<file path="config.mk">
export PLATFORM = sky130hd
export DESIGN_NAME = octree_preorder_label_unit
export DESIGN_NICKNAME = d
export VERILOG_FILES = /design/src/hdl/opl_pkg.sv /design/src/hdl/opl_label_calc.sv /design/src/hdl/octree_preorder_label_unit.sv
export SDC_FILE = /design/constraint.sdc
export NUM_CORES = 2
export LEC_CHECK = 0
export BUFFER_PORTS_ARGS = -buffer_cell sky130_fd_sc_hd__buf_4
export CAP_MARGIN = 30
export CORE_AREA = 2 2 260 262
export CTS_BUF_LIST = sky130_fd_sc_hd__clkbuf_8
export CTS_CLUSTER_DIAMETER = 60
export DETAILED_ROUTE_END_ITERATION = 10
export DIE_AREA = 0 0 262 264
export GPL_TIMING_DRIVEN = 0
export PLACE_DENSITY = 0.68
export REMOVE_ABC_BUFFERS = 1
export SYNTH_ARGS = -nofsm -noshare
export SYNTH_HDL_FRONTEND = slang
export SYNTH_SLANG_ARGS = --single-unit
</file>
<file path="constraint.sdc">
create_clock -name clk_i -period 14.1 [get_ports clk_i]
set_input_delay 1.41 -clock clk_i [delete_from_list [all_inputs] [get_ports clk_i]]
set_output_delay 1.41 -clock clk_i [all_outputs]
set_load 0.05 [all_outputs]
</file>
<file path="src/hdl/opl_pkg.sv">
`timescale 1ns / 1ps
`default_nettype none
// ----------------------------------------------------------------------------
// opl_pkg: shared types and constants of the octree preorder label unit
// Request and result payloads, field widths and register reset value.
// ----------------------------------------------------------------------------
package opl_pkg;

  localparam int unsigned DEPTH_W       = 5;
  localparam int unsigned COORD_W       = 20;
  localparam int unsigned LABEL_W       = 61;
  localparam int unsigned MAX_LEVELS_DF = 20;

  localparam logic [DEPTH_W-1:0] TREE_DEPTH_RST = DEPTH_W'(10);

  typedef struct packed {
    logic [DEPTH_W-1:0] depth;
    logic [COORD_W-1:0] coord_x;
    logic [COORD_W-1:0] coord_y;
    logic [COORD_W-1:0] coord_z;
  } opl_req_t;

  typedef struct packed {
    logic [LABEL_W-1:0] preorder_label;
    logic               depth_error;
  } opl_res_t;

endpackage

`default_nettype wire

</file>
<file path="src/hdl/opl_label_calc.sv">
`timescale 1ns / 1ps
`default_nettype none
// ----------------------------------------------------------------------------
// opl_label_calc: preorder label of one octree cell
// Suffix sums of the masked Morton digits give the octal column sums of the
// label; three shifted rows of those sums and the depth add up to the label.
// ----------------------------------------------------------------------------
module opl_label_calc #(
  parameter int unsigned MAX_LEVELS = opl_pkg::MAX_LEVELS_DF
) (
  input  opl_pkg::opl_req_t              req_i,
  input  logic [opl_pkg::DEPTH_W-1:0]    tree_depth_i,
  output opl_pkg::opl_res_t              res_o
);
  import opl_pkg::*;

  localparam int unsigned IW  = $clog2(MAX_LEVELS + 1);
  localparam int unsigned CW  = $clog2(7 * MAX_LEVELS + 1);
  localparam int unsigned NR  = (CW + 2) / 3;
  localparam int unsigned LOW = DEPTH_W + 1;

  logic [DEPTH_W-1:0] md;
  logic               err;
  logic [CW-1:0]      scan [IW+1][MAX_LEVELS+1];
  logic [CW-1:0]      csum [MAX_LEVELS];
  logic [LABEL_W-1:0] row  [NR];
  logic [LABEL_W-1:0] total;

  // saturate the tree depth
  assign md  = (tree_depth_i > DEPTH_W'(MAX_LEVELS)) ? DEPTH_W'(MAX_LEVELS) : tree_depth_i;
  assign err = (req_i.depth > md);

  // masked digits, level order
  for (genvar l = 0; l < MAX_LEVELS; l++) begin : g_dig
    assign scan[0][l] = (DEPTH_W'(l) < req_i.depth) ?
                        CW'({req_i.coord_z[l], req_i.coord_y[l], req_i.coord_x[l]}) : '0;
  end
  assign scan[0][MAX_LEVELS] = '0;

  // suffix sums, log-step scan
  for (genvar k = 0; k < IW; k++) begin : g_scan
    for (genvar j = 0; j <= MAX_LEVELS; j++) begin : g_col
      if (j + (1 << k) <= MAX_LEVELS) begin : g_add
        assign scan[k+1][j] = scan[k][j] + scan[k][j + (1 << k)];
      end else begin : g_keep
        assign scan[k+1][j] = scan[k][j];
      end
    end
  end

  // digit sum for each octal column of the label
  for (genvar p = 0; p < MAX_LEVELS; p++) begin : g_col_sum
    logic [LOW-1:0] top;
    logic [LOW-1:0] lo;
    assign top = LOW'(req_i.depth) + LOW'(p);
    assign lo  = top - LOW'(md);
    always_comb begin
      if (top < LOW'(md)) begin
        csum[p] = scan[IW][0];
      end else if (lo > LOW'(MAX_LEVELS)) begin
        csum[p] = '0;
      end else begin
        csum[p] = scan[IW][lo[IW-1:0]];
      end
    end
  end

  // column sums spread over rows of 3-bit slices
  for (genvar r = 0; r < NR; r++) begin : g_row
    for (genvar pos = 0; pos < LABEL_W; pos++) begin : g_bit
      if ((pos / 3 >= r) && (pos / 3 - r < MAX_LEVELS) && (3 * r + pos % 3 < CW)) begin : g_src
        assign row[r][pos] = csum[pos / 3 - r][3 * r + pos % 3];
      end else begin : g_zero
        assign row[r][pos] = 1'b0;
      end
    end
  end

  always_comb begin
    total = LABEL_W'(req_i.depth);
    for (int r = 0; r < NR; r++) begin
      total = total + row[r];
    end
  end

  assign res_o.preorder_label = err ? '0 : total;
  assign res_o.depth_error    = err;

endmodule

`default_nettype wire

</file>
<file path="src/hdl/octree_preorder_label_unit.sv">
`timescale 1ns / 1ps
`default_nettype none
// ----------------------------------------------------------------------------
// octree_preorder_label_unit: preorder visit number of an octree cell
// Request: depth and x, y, z cell indices. Result: the cell's position in a
// preorder walk of a complete octree of configured depth, or an error flag.
// ----------------------------------------------------------------------------
// Usage
//   in channel : in_valid_i / in_stall_o / in_req_i, one request per cell
//   out channel: out_valid_o / out_stall_i / out_res_o, one result per request
//   config     : cfg_we_i writes cfg_wdata_i into the tree depth; write it
//                only while no request is in flight. Values above MAX_LEVELS
//                saturate to MAX_LEVELS.
//   From request accept to result valid a request passes an input register,
//   then the label logic into the result register. A request can be
//   accepted every cycle while in_stall_o is low; the label logic is a digit
//   scan and a four-operand add feeding the result register.
//   A stalled result holds in the result register while the input register
//   still takes one more request; in_stall_o rises only when both are full.
//   Reset empties both registers and sets the tree depth to 10.
// ----------------------------------------------------------------------------
module octree_preorder_label_unit #(
  parameter int unsigned MAX_LEVELS = opl_pkg::MAX_LEVELS_DF
) (
  input  logic                          clk_i,
  input  logic                          rst_ni,
  input  logic                          cfg_we_i,
  input  logic [opl_pkg::DEPTH_W-1:0]   cfg_wdata_i,
  input  logic                          in_valid_i,
  output logic                          in_stall_o,
  input  opl_pkg::opl_req_t             in_req_i,
  output logic                          out_valid_o,
  input  logic                          out_stall_i,
  output opl_pkg::opl_res_t             out_res_o
);
  import opl_pkg::*;

  logic [DEPTH_W-1:0] tree_depth_q;
  logic               s1_valid_q;
  opl_req_t           s1_req_q;
  logic               out_valid_q;
  opl_res_t           out_res_q;
  opl_res_t           res_d;
  logic               out_free;
  logic               s1_free;

  assign out_free   = !out_valid_q || !out_stall_i;
  assign s1_free    = !s1_valid_q || out_free;
  assign in_stall_o = !s1_free;

  always_ff @(posedge clk_i or negedge rst_ni) begin
    if (!rst_ni) begin
      tree_depth_q <= TREE_DEPTH_RST;
    end else if (cfg_we_i) begin
      tree_depth_q <= cfg_wdata_i;
    end
  end

  always_ff @(posedge clk_i or negedge rst_ni) begin
    if (!rst_ni) begin
      s1_valid_q  <= 1'b0;
      out_valid_q <= 1'b0;
    end else begin
      if (s1_free) begin
        s1_valid_q <= in_valid_i;
      end
      if (out_free) begin
        out_valid_q <= s1_valid_q;
      end
    end
  end

  always_ff @(posedge clk_i) begin
    if (s1_free && in_valid_i) begin
      s1_req_q <= in_req_i;
    end
    if (out_free && s1_valid_q) begin
      out_res_q <= res_d;
    end
  end

  opl_label_calc #(
    .MAX_LEVELS (MAX_LEVELS)
  ) u_calc (
    .req_i        (s1_req_q),
    .tree_depth_i (tree_depth_q),
    .res_o        (res_d)
  );

  assign out_valid_o = out_valid_q;
  assign out_res_o   = out_res_q;

  // error results carry a zero label
  a_err_zero: assert property (@(posedge clk_i) disable iff (!rst_ni)
    out_valid_q && out_res_q.depth_error |-> out_res_q.preorder_label == '0)
    else $error("depth error with nonzero label");

  // input stalls only when the result is blocked and the input register is full
  a_stall_cause: assert property (@(posedge clk_i) disable iff (!rst_ni)
    in_stall_o |-> out_valid_q && out_stall_i && s1_valid_q)
    else $error("input stalled without a blocked result");

  // an accepted request lands in the input register
  a_accept_s1: assert property (@(posedge clk_i) disable iff (!rst_ni)
    in_valid_i && !in_stall_o |=> s1_valid_q)
    else $error("accepted request lost");

  // a held request moves to the result register when it is free
  a_s1_move: assert property (@(posedge clk_i) disable iff (!rst_ni)
    s1_valid_q && out_free |=> out_valid_q)
    else $error("request not moved to result register");

  // a blocked result keeps its valid
  a_out_hold: assert property (@(posedge clk_i) disable iff (!rst_ni)
    out_valid_q && out_stall_i |=> out_valid_q)
    else $error("blocked result dropped");

endmodule

`default_nettype wire
</file>
# Word level (Yosys, flattened, before mapping)
# Cells that the tools add are included.
# word_totals
ff_bits	134
in_bits	75
wordCells	351
# op_classes
mux	121
magnitude_cmp	82
n_bitwise	20
add_sub_neg	111
n_reduce_logical	8
# op_table
op	n
8-bit binary-select mux with 5-bit select	20
8-bit two-way mux	72
8-bit adder	69
61-bit adder	2
6-bit >= comparator (second input constant)	20
6-bit by 5-bit > comparator with 1-bit output (second input constant)	20
5-bit inverter with 6-bit output	20
6-bit by 5-bit < comparator with 1-bit output	19
6-bit by 5-bit subtractor with 6-bit output	19
5-bit by 60-bit adder with 61-bit output	1
3-bit two-way mux	20
5-bit by 4-bit adder with 6-bit output (second input constant)	8
4-bit by 5-bit < comparator with 1-bit output (first input constant)	8
7-bit two-way mux	4
5-bit by 3-bit adder with 6-bit output (second input constant)	4
5-bit by 5-bit adder with 6-bit output (second input constant)	4
3-bit by 5-bit < comparator with 1-bit output (first input constant)	4
5-bit < comparator (first input constant)	4
4-bit two-way mux	4
5-bit by 2-bit adder with 6-bit output (second input constant)	2
1-bit by 5-bit < comparator with 1-bit output (first input constant)	2
2-bit by 5-bit < comparator with 1-bit output (first input constant)	2
5-bit by 1-bit adder with 6-bit output (second input constant)	1
5-bit by 5-bit subtractor with 6-bit output	1
7 further kinds	12

# Logic depth before layout (Yosys ltp)
# logic_depth
word_depth	15
mapped_depth	56
mapped_depth_nobuf	53

# Hierarchy
# A second synthesis with hierarchy kept.
# unflattened
cells_unflattened	3497
area_unflattened_um2	29235.5
# by_module_without_submodules
module	cells_per_inst	area_per_inst_um2	n_inst
opl_label_calc	3352	25151.6	1
octree_preorder_label_unit	145	4083.9	1

# Worst setup path before layout
# Ideal clock, no wire load.
# synth_timing
path_type	reg-to-reg
start	register s1_req_q[63] (netlist name)
end	register out_res_q (netlist bit out_res_o[61]) (data pin)
arrival_time_ns	10.712
path_stages_with_launch	48
path_buffers	4
setup_ns	0.261
setup_slack_ns	3.126
path_cell_list	edfxtp_1 -> clkbuf_1 -> inv_1 -> ha_1 -> buf_6 -> nor3b_2 -> xor2_1 -> ha_1 -> clkbuf_1 -> xor2_1 -> ha_1 -> a21oi_1 -> xnor2_1 -> ha_1 -> a21o_1 -> xor2_1 -> xnor3_2 -> clkinv_2 -> [... 12 more ...] -> nand2_1 -> o31ai_1 -> a22o_1 -> fa_1 -> ha_1 -> clkbuf_1 -> a21o_1 -> a21o_1 -> a21oi_1 -> a2111oi_0 -> nand2_1 -> a211oi_1 -> o21ai_0 -> o21ai_0 -> a221oi_1 -> xor2_1 -> xnor2_1 -> mux2i_1
# synth_between
elab_chain_len	15
elab_cells_between_ends	312
cone_classes	add/sub: 111; order compare: 61; mux: 120; bitwise: 20
# synth_lines
item	line_no	rtl
start, declared	octree_preorder_label_unit.sv:40	opl_req_t s1_req_q;
start signal, assigned	octree_preorder_label_unit.sv:75	s1_req_q <= in_req_i;
2-bit by 5-bit < comparator with 1-bit output, or another cell as far along	opl_label_calc.sv:35	assign scan[0][l] = (DEPTH_W'(l) < req_i.depth) ?
3-bit two-way mux	opl_label_calc.sv:35	
8-bit adder (5 in series)	opl_label_calc.sv:44	assign scan[k+1][j] = scan[k][j] + scan[k][j + (1 << k)];
8-bit binary-select mux with 5-bit select	opl_label_calc.sv:63	csum[p] = scan[IW][lo[IW-1:0]];
8-bit two-way mux (not written as such), or another cell as far along (2 in series)	opl_label_calc.sv:63	
8-bit two-way mux, or another cell as far along	opl_label_calc.sv:60	end else if (lo > LOW'(MAX_LEVELS)) begin
8-bit two-way mux, or another cell as far along	opl_label_calc.sv:58	if (top < LOW'(md)) begin
5-bit by 60-bit adder with 61-bit output	opl_label_calc.sv:82	total = total + row[r];
61-bit adder (2 in series)	opl_label_calc.sv:82	
end signal, assigned	octree_preorder_label_unit.sv:78	out_res_q <= res_d;
end, declared	octree_preorder_label_unit.sv:42	opl_res_t out_res_q;
# Several ways; a longest one is shown, not always the timed one. The select of a mux whose other input is x is not followed.
# A chain may end at the register's enable or synchronous reset.

# Final worst setup path
# layout_timing
start	register s1_req_q[61] (netlist name)
end	register out_res_q (netlist bit out_res_o[60]) (data pin)
# Same word-level chain as after synthesis.

==> results.txt <==
The fill cell instance count of the final layout came out at 6592. The overflow left after global routing is 0. The largest single stage delay on the critical path is 1010 ps. The setup TNS is 0 ps.

The largest individual stage delay along the critical path comes from the cell sky130_fd_sc_hd__fa_1. The top-level port count is 139. The clock edge transition at the registers on the reported setup and hold paths is 90 ps. Once detail routing completed, the nets flagged for antenna violations numbered 0. The count of flip-flops with a built-in enable after synthesis is 127. The standard cell core area is 0.06656 mm^2. Leaving out fill and tap cells, the most frequent cell in the layout is sky130_fd_sc_hd__ha_1. The synthesized cell area is 0.02950 mm^2. For the pin with the worst max-slew slack, the measured transition is 1136 ps. The via count of the first global-routing pass came out at 26771. In this run the tool buffered the top-level ports with 138 buffer cells. The setup clock skew after layout came out at 46.65 ps. Setup repair after global routing left no endpoint under its margin. The worst slack after detailed placement is -563.8 ps.

The final critical-path required period is 13580 ps. The worst path arrival time came out at 13920 ps. The share of the clock period used by the worst path after layout came out at 0.9629.

After detailed routing, the average wire length per cell comes to 28.23 um. The average cell area after synthesis came out at 8.157 um^2. The worst setup path is captured at a flip-flop.

The largest fanout on the critical path came out at 9. The sequential area share after synthesis is 0.1353. STA classifies the critical path startpoint as a flip-flop. The Yosys warning count is 0. The run finished with clean final reports. The critical path is of the flip-flop to flip-flop type. The final setup slack of the worst path came out at 523.5 ps. The fraction of post-synthesis cell area in the top cell type by area is 0.1570.

For this run, asynchronously set or reset flops after synthesis account for 0.05224. The required time of the worst setup path came out at 14440 ps. The number of antenna violations at the first check in global routing is 7. The TritonCTS clock tree is yes. After detailed routing, the total wire length is 129.4 mm. The all-layer global routing usage came out at 0.3715. The peak clock frequency supported by timing is 0.07366 GHz. The total number of nets in the final design is 4299. The detail-routed via count per cell came out at 6.239. In the layout the commonest cells are sky130_fd_sc_hd__ha_1, sky130_fd_sc_hd__nor2_1, sky130_fd_sc_hd__a21oi_1, sky130_fd_sc_hd__nand2_1, sky130_fd_sc_hd__inv_1. The number of hold-slack violations in the final timing report came out at 0. The clock latency reported for the late side of the worst-skew pair came out at 610 ps.

In this run, placement finished with an instance count of 4543. Of all cell types, the one taking the most synthesized area is sky130_fd_sc_hd__ha_1. The share of layout cells above drive strength 1 is 0.09730. The most numerous cell type found on the critical path is sky130_fd_sc_hd__ha_1.

The final weighted congestion in routability-driven placement is 1.112. The cell at the root of the clock tree is sky130_fd_sc_hd__clkbuf_8. The number of buffers between clock root and the deepest sink is 2.

The cell count after synthesis came out at 3616. The headroom to the max-slew limit came out at 0.2346. The full die area came out at 0.06917 mm^2.

The tightest min-delay check is of the flip-flop to flip-flop type. The number of design-rule violations left by the first detailed-router iteration came out at 3205. The pin count of the biggest net entering global routing is 84. Synthesis inferred 134 register bits. The H-tree was split into 4 levels. The count of vias placed by the detailed router is 28607. The chip height is 264 um. The most instantiated flip-flop cell in the synthesis netlist is sky130_fd_sc_hd__edfxtp_1.

After floorplanning, the core was divided into 95 placement rows. The detailed-route DRC error count came out at 0. Detailed placement finished with a half-perimeter wire length of 109.7 mm.

The area growth from synthesis to layout came out at 10.55%. The count of pins over their slew limit is 0. The initial utilization of the core area, before any placement, comes to 0.4431. After synthesis, the cell types taking the most area are sky130_fd_sc_hd__ha_1, sky130_fd_sc_hd__edfxtp_1, sky130_fd_sc_hd__fa_1, sky130_fd_sc_hd__a21oi_1, sky130_fd_sc_hd__xnor2_1.

Counting the buffers created by CTS gives 17. The horizontal die dimension came out at 262 um. The finished layout holds 4585 standard cells, fillers aside. Setup violations remaining at the end of the flow were counted as 0. The max-capacitance violation count is 0. The number of clock sinks seen by CTS came out at 134. The number of search-and-repair iterations in the first detailed-routing pass is 7.

The number of unique standard cell types used by synthesis is 88. The wire length of the first global-routing pass came out at 184.2 mm.
==> what timing repair did <==
action | CTS | global route
resized for setup | 4 | 11
pin swaps | 0 | 0
setup endpoints to repair | 7 | 16
hold buffers | 0 | 0
setup buffers | 3 | 4
==> routing by layer <==
| metal | part of all wire | track usage | vias up |
|---|---|---|---|
| li1 | - | - | 13166 |
| met1 | 0.40 | 0.4804 | 13617 |
| met2 | 0.42 | 0.5548 | 1438 |
| met3 | 0.092 | 0.07849 | 374 |
| met4 | 0.081 | 0.2494 | 12 |
| met5 | 0.00070 | 0 | - |
==> registers in the layout (all words and copies together), names as in the netlist <==
register	count
out_valid_o	1
s1_req_q	65
s1_valid_q	1
out_res_o	62
tree_depth_q	5
==> cell usage after synthesis, drive strengths merged, types with 33 or more instances <==
| master | instances |
|---|---|
| ha | 370 |
| nor2 | 344 |
| a21oi | 340 |
| nand2 | 296 |
| inv | 278 |
| o21ai | 185 |
| a21o | 168 |
| xnor2 | 159 |
| fa | 157 |
| xor2 | 129 |
| edfxtp | 127 |
| mux2i | 124 |
| clkbuf | 123 |
| o22ai | 60 |
| nor3 | 58 |
| nand3 | 57 |
| a31oi | 56 |
| and2 | 55 |
| a211oi | 43 |
| nor2b | 41 |
| o21bai | 33 |
==> critical path, delay by kind of cell, from the launching register on <==
| kind | cells | cell delay, ps |
|---|---|---|
| XOR/XNOR | 3 | 810 |
| flip-flops | 1 | 610 |
| AO/OA/AOI/OAI | 18 | 4640 |
| multiplexers | 1 | 210 |
| buffers and inverters | 7 | 1380 |
| adder cells (fa/ha/maj) | 10 | 4930 |
| AND/OR/NAND/NOR | 6 | 700 |
==> path summary, 6_finish.rpt <==
path                                             start                           to  slack, ps  cells after the start
max in group asynchronous                       rst_ni  tree_depth_q[3]$_DFFE_PN1P_      13270                      1
worst min register to register  s1_valid_q$_DFFE_PN0N_      out_valid_o$_DFFE_PN0P_        500                      1
worst min-delay path            s1_valid_q$_DFFE_PN0N_      out_valid_o$_DFFE_PN0P_        500                      1
worst max-delay path            s1_req_q[61]$_DFFE_PP_  out_res_o[60]$_SDFFCE_PP0P_        520                     45
min in group asynchronous                       rst_ni      out_valid_o$_DFFE_PN0P_        630                      1
worst max register to register  s1_req_q[61]$_DFFE_PP_  out_res_o[60]$_SDFFCE_PP0P_        520                     45
==> per-stage QoR <==
| stage | utilization | hold slack [ps] | area (um^2) |
|---|---|---|---|
| floorplan | - | 443.4 | 28910 |
| global placement | 0.4664 | 458.7 | 31040 |
| detailed placement | 0.4823 | 487.2 | 32100 |
| CTS | 0.4882 | 508.4 | 32500 |
| global route | 0.4898 | 523.7 | 32610 |
| finish | 0.4899 | 504.6 | 32610 |
==> kinds of logic after synthesis <==
kind of cell               after synthesis  synth area share
AOI/OAI and AO/OA                     1083            0.2334
xor gates and xnor gates               289           0.08632
adders and majority gates              535            0.2662
buffers and inverters                  428           0.05540
DFF                                    134            0.1353
muxes                                  180           0.07415
and+or+nand+nor                        967            0.1492
==> cell type report <==
type / count / area [um^2] / share of cell area
Antenna cell: 2 / 5.005 / 0.0001535
Clock buffer: 17 / 234.0 / 0.007175
Clock inverter: 15 / 130.1 / 0.003991
Inverter: 280 / 1059 / 0.03246
Multi-Input combinational cell: 3054 / 24090 / 0.7388
Sequential cell: 134 / 3991 / 0.1224
Tap cell: 873 / 1092 / 0.03350
Timing Repair Buffer: 210 / 2004 / 0.06147
Power is left out: the tool's default activity adds up to more than one toggle a clock period on the data nets, which glitch-free logic cannot reach.
